<file path="src/sv/ssgt_pkg.sv">
// Shared types and constants for the step sequencer gate timer.
// No dependencies; compile first.
package ssgt_pkg;

  localparam int unsigned MAX_STEPS = 16;
  localparam int unsigned POS_W     = (MAX_STEPS > 1) ? $clog2(MAX_STEPS) : 1;
  localparam int unsigned CNT_W     = $clog2(MAX_STEPS + 1);

  localparam int unsigned NOW_W      = 16;
  localparam int unsigned ELAPSED_W  = 32;
  localparam int unsigned NOTE_W     = 8;
  localparam int unsigned TYPE_W     = 2;
  localparam int unsigned STEP_IDX_W = 4;
  localparam int unsigned KNOB_W     = 10;
  localparam int unsigned LOGISH_W   = 11;
  localparam int unsigned PERIOD_W   = 15;
  localparam int unsigned GATE_W     = 15;

  localparam int unsigned LOGISH_KNEE = 800;
  localparam int unsigned LOGISH_GAIN = 2;
  localparam int unsigned PERIOD_BASE = 1000;
  localparam int unsigned PERIOD_SHL  = 3;
  localparam int unsigned PERIOD_SHR  = 8;
  localparam int unsigned NOTE_SHR    = 2;

  localparam int unsigned CFG_IDX_W = 2;
  localparam int unsigned CFG_DAT_W = KNOB_W;
  localparam logic [CFG_IDX_W-1:0] CFG_STEP_LEN = CFG_IDX_W'(0);
  localparam logic [CFG_IDX_W-1:0] CFG_NOTE_LEN = CFG_IDX_W'(1);

  typedef enum logic [1:0] {
    OP_TICK  = 2'd0,
    OP_START = 2'd1,
    OP_STOP  = 2'd2,
    OP_ADD   = 2'd3
  } op_e;

  typedef struct packed {
    logic [1:0]        operation;
    logic [NOW_W-1:0]  now;
    logic [NOTE_W-1:0] note_in;
    logic [TYPE_W-1:0] type_in;
  } in_word_t;

  typedef struct packed {
    logic                  running;
    logic                  gate;
    logic                  gate_rose;
    logic                  gate_fell;
    logic [STEP_IDX_W-1:0] step_index;
    logic [NOTE_W-1:0]     step_note;
    logic [TYPE_W-1:0]     step_type;
    logic                  add_accepted;
  } out_word_t;

  typedef struct packed {
    logic [CFG_IDX_W-1:0] index;
    logic [CFG_DAT_W-1:0] data;
  } cfg_word_t;

endpackage

</file>
<file path="src/sv/ssgt_if.sv">
// Valid/ready channel interfaces for input, result and configuration words.
// Depends on ssgt_pkg.
interface ssgt_in_if import ssgt_pkg::*; ();
  logic     valid;
  logic     ready;
  in_word_t data;
  modport source (output valid, output data, input ready);
  modport sink   (input valid, input data, output ready);
endinterface

interface ssgt_out_if import ssgt_pkg::*; ();
  logic      valid;
  logic      ready;
  out_word_t data;
  modport source (output valid, output data, input ready);
  modport sink   (input valid, input data, output ready);
endinterface

interface ssgt_cfg_if import ssgt_pkg::*; ();
  logic      valid;
  logic      ready;
  cfg_word_t data;
  modport source (output valid, output data, input ready);
  modport sink   (input valid, input data, output ready);
endinterface

</file>
<file path="src/sv/step_sequencer_gate_timer.sv">
// Step sequencer with gate timer: step table, timer state and result register.
// Depends on ssgt_pkg and the channel interfaces in ssgt_if.sv.
//
// Usage:
//   in_i carries one word per operation: tick, start, stop or add step.
//   Every accepted word yields exactly one result word on out_o: running
//   flag, gate level and edges, current step index and its table entry,
//   and whether an add step was stored.
//   cfg_i writes the step length knob (index 0) and note length knob
//   (index 1); other indexes are ignored. cfg_i is always ready.
//   The result is registered: it appears in the cycle after its word is accepted.
//   Throughput: one word per cycle while out_o does not stall; all state
//   updates and the table read happen in one pass of logic between the
//   state registers and the result register.
//   When out_o stalls, the result register holds and in_i.ready drops
//   until the result is taken; a new word is taken in the same cycle
//   that the pending result leaves.
//   Reset clears the timer, position, step count, step table and knobs,
//   and empties the result register.
module step_sequencer_gate_timer
  import ssgt_pkg::*;
(
  input  logic        clk_i,
  input  logic        rst_ni,
  ssgt_in_if.sink     in_i,
  ssgt_out_if.source  out_o,
  ssgt_cfg_if.sink    cfg_i
);

  logic [KNOB_W-1:0]    step_len_q, note_len_q;
  logic                 run_q, run_d;
  logic [NOW_W-1:0]     last_q, last_d;
  logic [ELAPSED_W-1:0] elapsed_q, elapsed_d;
  logic                 gate_q, gate_d;
  logic                 prev_q, prev_d;
  logic [CNT_W-1:0]     count_q, count_d;
  logic [POS_W-1:0]     pos_q, pos_d;
  logic [NOTE_W-1:0]    note_tbl_q [MAX_STEPS];
  logic [TYPE_W-1:0]    type_tbl_q [MAX_STEPS];

  logic                 out_valid_q;
  out_word_t            out_q, out_d;

  logic                 in_fire, cfg_fire;
  logic                 wr_en;
  logic [POS_W-1:0]     wr_idx;
  logic [LOGISH_W-1:0]  logish;
  logic [PERIOD_W-1:0]  period;
  logic [GATE_W-1:0]    gate_len;
  logic [NOW_W-1:0]     delta;
  logic [ELAPSED_W-1:0] sum;
  logic [ELAPSED_W:0]   diff;
  logic [CNT_W-1:0]     pos_inc;

  assign in_i.ready  = !out_valid_q || out_o.ready;
  assign in_fire     = in_i.valid && in_i.ready;
  assign cfg_i.ready = 1'b1;
  assign cfg_fire    = cfg_i.valid;
  assign out_o.valid = out_valid_q;
  assign out_o.data  = out_q;

  always_comb begin
    if (step_len_q < KNOB_W'(LOGISH_KNEE)) begin
      logish = LOGISH_W'(step_len_q);
    end else begin
      logish = LOGISH_W'((step_len_q - KNOB_W'(LOGISH_KNEE)) << LOGISH_GAIN)
             + LOGISH_W'(LOGISH_KNEE);
    end
    period   = PERIOD_W'(PERIOD_BASE) + (PERIOD_W'(logish) << PERIOD_SHL);
    gate_len = GATE_W'(period[PERIOD_W-1:PERIOD_SHR])
             * GATE_W'(note_len_q[KNOB_W-1:NOTE_SHR]);
  end

  assign delta   = in_i.data.now - last_q;
  assign sum     = elapsed_q + ELAPSED_W'(delta);
  assign diff    = {1'b0, sum} - (ELAPSED_W + 1)'(period);
  assign pos_inc = CNT_W'(pos_q) + CNT_W'(1);

  always_comb begin
    run_d     = run_q;
    last_d    = last_q;
    elapsed_d = elapsed_q;
    gate_d    = gate_q;
    prev_d    = prev_q;
    count_d   = count_q;
    pos_d     = pos_q;
    wr_en     = 1'b0;
    wr_idx    = POS_W'(count_q);
    case (op_e'(in_i.data.operation))
      OP_TICK: begin
        if (run_q) begin
          last_d    = in_i.data.now;
          prev_d    = gate_q;
          elapsed_d = sum;
          if (!gate_q) begin
            if (!diff[ELAPSED_W]) begin
              elapsed_d = diff[ELAPSED_W-1:0];
              gate_d    = 1'b1;
              prev_d    = 1'b0;
              pos_d     = (pos_inc >= count_q) ? '0 : POS_W'(pos_inc);
            end
          end else if (sum >= ELAPSED_W'(gate_len)) begin
            gate_d = 1'b0;
            prev_d = 1'b1;
          end
        end
      end
      OP_START: begin
        run_d     = 1'b1;
        elapsed_d = '0;
        pos_d     = '0;
        last_d    = in_i.data.now;
        if (!gate_q) begin
          gate_d = 1'b1;
          prev_d = 1'b0;
        end
      end
      OP_STOP: begin
        run_d     = 1'b0;
        elapsed_d = '0;
        pos_d     = '0;
        if (gate_q) begin
          gate_d = 1'b0;
          prev_d = 1'b1;
        end
      end
      OP_ADD: begin
        if (count_q < CNT_W'(MAX_STEPS)) begin
          wr_en   = 1'b1;
          count_d = count_q + CNT_W'(1);
        end
      end
      default: begin
      end
    endcase

    out_d.running      = run_d;
    out_d.gate         = gate_d;
    out_d.gate_rose    = gate_d && !prev_d;
    out_d.gate_fell    = !gate_d && prev_d;
    out_d.step_index   = STEP_IDX_W'(pos_d);
    out_d.add_accepted = wr_en;
    if (wr_en && (wr_idx == pos_d)) begin
      out_d.step_note = in_i.data.note_in;
      out_d.step_type = in_i.data.type_in;
    end else begin
      out_d.step_note = note_tbl_q[pos_d];
      out_d.step_type = type_tbl_q[pos_d];
    end
  end

  always_ff @(posedge clk_i or negedge rst_ni) begin
    if (!rst_ni) begin
      step_len_q <= '0;
      note_len_q <= '0;
    end else if (cfg_fire) begin
      if (cfg_i.data.index == CFG_STEP_LEN) begin
        step_len_q <= cfg_i.data.data;
      end
      if (cfg_i.data.index == CFG_NOTE_LEN) begin
        note_len_q <= cfg_i.data.data;
      end
    end
  end

  always_ff @(posedge clk_i or negedge rst_ni) begin
    if (!rst_ni) begin
      run_q     <= 1'b0;
      last_q    <= '0;
      elapsed_q <= '0;
      gate_q    <= 1'b0;
      prev_q    <= 1'b0;
      count_q   <= '0;
      pos_q     <= '0;
    end else if (in_fire) begin
      run_q     <= run_d;
      last_q    <= last_d;
      elapsed_q <= elapsed_d;
      gate_q    <= gate_d;
      prev_q    <= prev_d;
      count_q   <= count_d;
      pos_q     <= pos_d;
    end
  end

  always_ff @(posedge clk_i or negedge rst_ni) begin
    if (!rst_ni) begin
      for (int i = 0; i < MAX_STEPS; i++) begin
        note_tbl_q[i] <= '0;
        type_tbl_q[i] <= '0;
      end
    end else if (in_fire && wr_en) begin
      note_tbl_q[wr_idx] <= in_i.data.note_in;
      type_tbl_q[wr_idx] <= in_i.data.type_in;
    end
  end

  always_ff @(posedge clk_i or negedge rst_ni) begin
    if (!rst_ni) begin
      out_valid_q <= 1'b0;
    end else if (in_fire) begin
      out_valid_q <= 1'b1;
    end else if (out_o.ready) begin
      out_valid_q <= 1'b0;
    end
  end

  always_ff @(posedge clk_i) begin
    if (in_fire) begin
      out_q <= out_d;
    end
  end

  a_pos_in_table: assert property (@(posedge clk_i) disable iff (!rst_ni)
    (CNT_W'(pos_q) < count_q) || (pos_q == '0))
    else $error("step position outside filled table");

  a_add_counts: assert property (@(posedge clk_i) disable iff (!rst_ni)
    (in_fire && (in_i.data.operation == OP_ADD) && (count_q < CNT_W'(MAX_STEPS)))
      |=> (count_q == $past(count_q) + CNT_W'(1)) && out_q.add_accepted)
    else $error("accepted add step did not grow the table");

  a_stop_clears: assert property (@(posedge clk_i) disable iff (!rst_ni)
    (in_fire && (in_i.data.operation == OP_STOP))
      |=> !run_q && !gate_q && (pos_q == '0) && (elapsed_q == '0))
    else $error("stop left timer state behind");

  a_edges_exclusive: assert property (@(posedge clk_i) disable iff (!rst_ni)
    out_valid_q |-> !(out_q.gate_rose && out_q.gate_fell)
      && (!out_q.gate_rose || out_q.gate) && (!out_q.gate_fell || !out_q.gate))
    else $error("gate edge flags disagree with gate level");

  a_result_tracks_state: assert property (@(posedge clk_i) disable iff (!rst_ni)
    in_fire |=> (out_q.running == run_q) && (out_q.gate == gate_q)
      && (out_q.step_index == STEP_IDX_W'(pos_q)))
    else $error("result word does not match updated state");

endmodule
</file>
<file path="src/flat_wrapper.sv">
// flat-port wrapper written by rule: the top's interface ports become plain ports
module step_sequencer_gate_timer_flat import ssgt_pkg::*;
  (clk_i, rst_ni, in_i_valid, in_i_data, in_i_ready, out_o_valid, out_o_data, out_o_ready, cfg_i_valid, cfg_i_data, cfg_i_ready);
  ssgt_in_if in_i_i ();
  ssgt_out_if out_o_i ();
  ssgt_cfg_if cfg_i_i ();
  input  logic clk_i;
  input  logic rst_ni;
  input wire logic [$bits(in_i_i.valid)-1:0] in_i_valid;
  input wire logic [$bits(in_i_i.data)-1:0] in_i_data;
  output wire logic [$bits(in_i_i.ready)-1:0] in_i_ready;
  output wire logic [$bits(out_o_i.valid)-1:0] out_o_valid;
  output wire logic [$bits(out_o_i.data)-1:0] out_o_data;
  input wire logic [$bits(out_o_i.ready)-1:0] out_o_ready;
  input wire logic [$bits(cfg_i_i.valid)-1:0] cfg_i_valid;
  input wire logic [$bits(cfg_i_i.data)-1:0] cfg_i_data;
  output wire logic [$bits(cfg_i_i.ready)-1:0] cfg_i_ready;
  assign in_i_i.valid = in_i_valid;
  assign in_i_i.data = in_i_data;
  assign in_i_ready = in_i_i.ready;
  assign out_o_valid = out_o_i.valid;
  assign out_o_data = out_o_i.data;
  assign out_o_i.ready = out_o_ready;
  assign cfg_i_i.valid = cfg_i_valid;
  assign cfg_i_i.data = cfg_i_data;
  assign cfg_i_ready = cfg_i_i.ready;
  step_sequencer_gate_timer u_core (.clk_i(clk_i), .rst_ni(rst_ni), .in_i(in_i_i), .out_o(out_o_i), .cfg_i(cfg_i_i));
endmodule
</file>
<file path="config.mk">
export PLATFORM = sky130hd
export DESIGN_NAME = step_sequencer_gate_timer_flat
export DESIGN_NICKNAME = d
export VERILOG_FILES = /design/src/sv/ssgt_pkg.sv /design/src/sv/ssgt_if.sv /design/src/sv/step_sequencer_gate_timer.sv /design/src/flat_wrapper.sv
export SDC_FILE = /design/constraint.sdc
export NUM_CORES = 1
export LEC_CHECK = 0
export BUFFER_PORTS_ARGS = -buffer_cell sky130_fd_sc_hd__buf_2
export CAP_MARGIN = 5
export CORE_MARGIN = 2
export CORE_UTILIZATION = 57
export DETAILED_ROUTE_END_ITERATION = 16
export GPL_ROUTABILITY_DRIVEN = 0
export PLACE_DENSITY_LB_ADDON = 0.1
export SLEW_MARGIN = 20
export SYNTH_ARGS = -nofsm -noshare
export SYNTH_HDL_FRONTEND = slang
export SYNTH_SLANG_ARGS = --single-unit
</file>
<file path="constraint.sdc">
create_clock -name clk_i -period 6.95 [get_ports clk_i]
set_input_delay 0 -clock clk_i [delete_from_list [all_inputs] [get_ports clk_i]]
set_output_delay 0 -clock clk_i [all_outputs]
set_load 0.05 [all_outputs]
</file>
==> out/metrics.csv <==
stage,metric,value,unit
timing,final-report setup violation count,2,
worst_setup_path,R2R setup slack,-80,ps
outcome,status,"finished, violations left",
clocking,# H-tree levels,1,
placement,Final HPWL DP,34.7,mm
timing,final worst path period share,1.01,
timing,slew margin rel.,0.166,
synth,main combinational cell family by area after synthesis,simple AND/OR/NAND/NOR gates,
power_and_ir_drop,static leakage,10.8,nW
synth,"EDFF count, synth",19,
power_and_ir_drop,Logic pwr share,0.666,
timing,worst-margin pin slew,1250,ps
drt,Post-Route WL,51.6,mm
power_and_ir_drop,Max VDD drop,0.000355,V
flow_run,Max-Cap Viols,0,
floorplanning,Die Height,181,um
timing,Worst Skew,38.0,ps
synth,Post-synth top flop,dfrtp_1,
power_and_ir_drop,Pwr Total,10.1,mW
drt,drt wl/cell,19.8,um
synth,syn nets,2004,
synth,synth top area cells,"dfrtp_1 (34%), mux2_2 (12%), ha_1 (7.7%), nand2_1 (4.9%), fa_1 (3.6%)",
drt,Routed Antenna Nets,0,
grt,largest net degree at the start of global routing,140,
grt,first-pass GRT wire length,79.7,mm
grt,Global Route Usage Sum,0.301,
worst_setup_path,Worst EP required,7270,ps
clocking,clk sinks,258,
worst_setup_path,kind of start point of the critical path,register,
timing,RSZ-0062 raised after global routing,true,
synth,Syn. warnings,0,
worst_setup_path,critical path capture point type,register,
outcome,failing checks,negative setup slack,
grt,vias in the first global route,15400,
clocking,CTS tree,yes,
timing,Tmin final,7030,ps
final_layout,layout cells sized above 1,0.355,
worst_hold_path,hold crit path type,in2reg,
power_and_ir_drop,switching part of the total power,0.418,
synth,top-count cell post-synth,dfrtp_1,
synth,post-synth cell types,95,
worst_setup_path,worst-path maximum fanout,5,
synth,post-synthesis simple-gate area fraction,0.155,
placement,DP Worst Slack,-370,ps
synth,Post-Syn Area per Cell,9.78,um2
synth,Post-Synth Adder-Cell Area,0.114,
clocking,clock tree buffer depth,3,
placement,Placed Area,20300,um2
clocking,worst skew pair latency,600,ps
worst_setup_path,critical path arrival,7340,ps
power_and_ir_drop,Clk pwr share,0.156,
timing,Final Hold Violating Endpoints,0,
synth,"Cell Area, Synth",17800,um2
drt,initial drt markers,1027,
synth,mux cell area share after synthesis,0.145,
floorplanning,die area,32600,um2
drt,# DRC,0,
final_layout,fin area,22900,um2
drt,DR pass1 iterations,5,
clocking,clock root cell,clkbuf_16,
floorplanning,Die Wd,181,um
grt,antenna violations before repair,1,
worst_setup_path,CP max stage delay,570,ps
worst_setup_path,Crit Path Category,reg2reg,
floorplanning,row cnt,64,
drt,vias per cell,5.93,
clocking,register clock-pin slew on the reported worst setup and hold paths,60,ps
final_layout,Fill cells,2140,
timing,final worst slack,-75.9,ps
worst_setup_path,Slowest cell on crit path,fa_1,
floorplanning,core footprint,30700,um2
synth,register area share after synthesis,0.369,
synth,xor/xnor share of the synthesized area,0.0370,
drt,via count,15400,
synth,post-synthesis compound-gate area fraction,0.136,
final_layout,Area growth syn-to-layout,28.8,%
grt,total gr overflow,0,
synth,Synth top cells by count,"dfrtp_1 (239), nand2_1 (234), mux2_2 (191), inv_1 (119), ha_1 (110)",
power_and_ir_drop,power density over the cells,443,nW/um2
floorplanning,I/O pins,67,
final_layout,nets,2370,
power_and_ir_drop,switching pwr,4.24,mW
synth,Post-Synthesis Cells,1817,
synth,Synth Register Bits,258,
placement,PortBufs,65,
synth,"FFs w/ async S/R, synth",0.926,
timing,fin. max-slew vios,0,
power_and_ir_drop,cell-internal power,5.89,mW
floorplanning,initial core utilization,0.579,
synth,top cell type by total area after synthesis,dfrtp_1,
synth,Synth top area share,0.337,
clocking,TritonCTS Buffers,30,
timing,maximum operating frequency,142,MHz
power_and_ir_drop,sequential cell fraction of total power,0.178,
[layout make-up]
type                       instances  area [um2]  share of cell area
timing repair buffer             402        3150               0.137
antenna                            1        2.50            0.000109
tap                              396         495              0.0217
multi-input combinational       1369       11200               0.491
sequential                       258        6550               0.286
clock buffer                      47         895              0.0391
inverter                         122         463              0.0202
clock inverter                     8        92.6             0.00405
[worst max-delay path, delay by kind of cell, from the launching register on]
| family | cells | cell delay [ps] |
|---|---|---|
| fa+ha+maj | 6 | 2640 |
| simple gates | 14 | 1700 |
| flops | 1 | 420 |
| compound gates | 11 | 1430 |
| xor+xnor | 2 | 320 |
| buf+inv | 5 | 260 |
[logic make-up (layout without fill, tap and decap cells)]
logic type               after synthesis  after routing
other                                  1              2
AO/OA/AOI/OAI                        349            349
buffers and inverters                193            579
flip-flops                           258            258
multiplexers                         233            233
XOR/XNOR                              75             75
adder cells (fa/ha/maj)              142            142
AND/OR/NAND/NOR                      566            569
[power groups by stage]
stage / Sequential, mW / Clock [mW] / Combinational (mW)
after floorplan: 1.78 / 0 / 3.92
after global placement: 1.81 / 0 / 5.72
after detailed placement: 1.82 / 0 / 5.89
after CTS: 1.79 / 1.60 / 6.18
after global routing: 1.82 / 1.66 / 7.47
final: 1.80 / 1.58 / 6.75
[state kept, by name, summed over array words and instances (netlist names)]
signal and flops:
u_core.run_q 1, u_core.out_o.valid 1, u_core.count_q 5, u_core.step_len_q 10, u_core.elapsed_q 32, u_core.gate_q 1
u_core.out_o.data 19, u_core.note_len_q 8, u_core.type_tbl_q 32, u_core.last_q 16, u_core.pos_q 4, u_core.note_tbl_q 128
u_core.prev_q 1
[worst paths after layout]
| kind | from | cells after the start | end |
|---|---|---|---|
| setup reg to reg | u_core.step_len_q[5] | 38 | u_core.out_o.data[15] |
| hold reg to reg | u_core.elapsed_q[2] | 2 | u_core.elapsed_q[2] |
| min in group asynchronous | rst_ni | 2 | u_core.note_tbl_q[42] |
| max in group asynchronous | rst_ni | 3 | u_core.note_len_q[5] |
| setup / recovery | u_core.step_len_q[5] | 38 | u_core.out_o.data[15] |
| hold / removal | in_i_data[26] | 3 | u_core.out_o.data[18] |
[stage by stage]
stage           util  hold slack (ps)  TNS [ps]  cells
2_1_floorplan      -             -296         0   1817
3_3_place_gp   0.661              101     -1140   2452
3_5_place_dp   0.661              110     -5300   2452
4_1_cts        0.717             11.0         0   2562
5_1_grt        0.746             63.6     -3190   2603
6_report       0.746             31.5     -80.1   2603
[layout by cell type (no fill, tap or decap), drive strengths merged, types with 8 or more instances in the layout]
master	n
buf	354
dfrtp	239
nand2	234
mux2	191
inv	121
ha	110
a21oi	97
nor2	87
o21ai	83
xnor2	51
nand3	49
clkbuf	49
dlygate4sd3	46
and2	44
mux2i	42
fa	32
a21o	29
nor3	29
xor2	24
nor4	22
nand2b	20
edfxtp	19
or3	16
and3	15
a31oi	15
a211oi	15
a21boi	13
nor2b	12
nand4	11
o211ai	11
a32oi	10
o21bai	8
or4	8
[per-layer routing]
metal / share of wire / up-vias / wire length, um / GRT usage
met5: 0 / - / 0 / 0
met4: 0.050 / 0 / 2580 / 0.128
met3: 0.056 / 173 / 2880 / 0.0331
met2: 0.51 / 521 / 26100 / 0.541
met1: 0.39 / 7585 / 20100 / 0.366
li1: - / 7155 / - / -
[repair_timing]
item	in CTS	in global routing
hold endpoints to repair	308	0
setup endpoints to repair	30	31
hold buffers	46	0
gates cloned	0	6
buffers inserted	10	35
resized for setup	48	113
pin swaps	30	66
No activity file was read; power rests on OpenSTA's default activity.
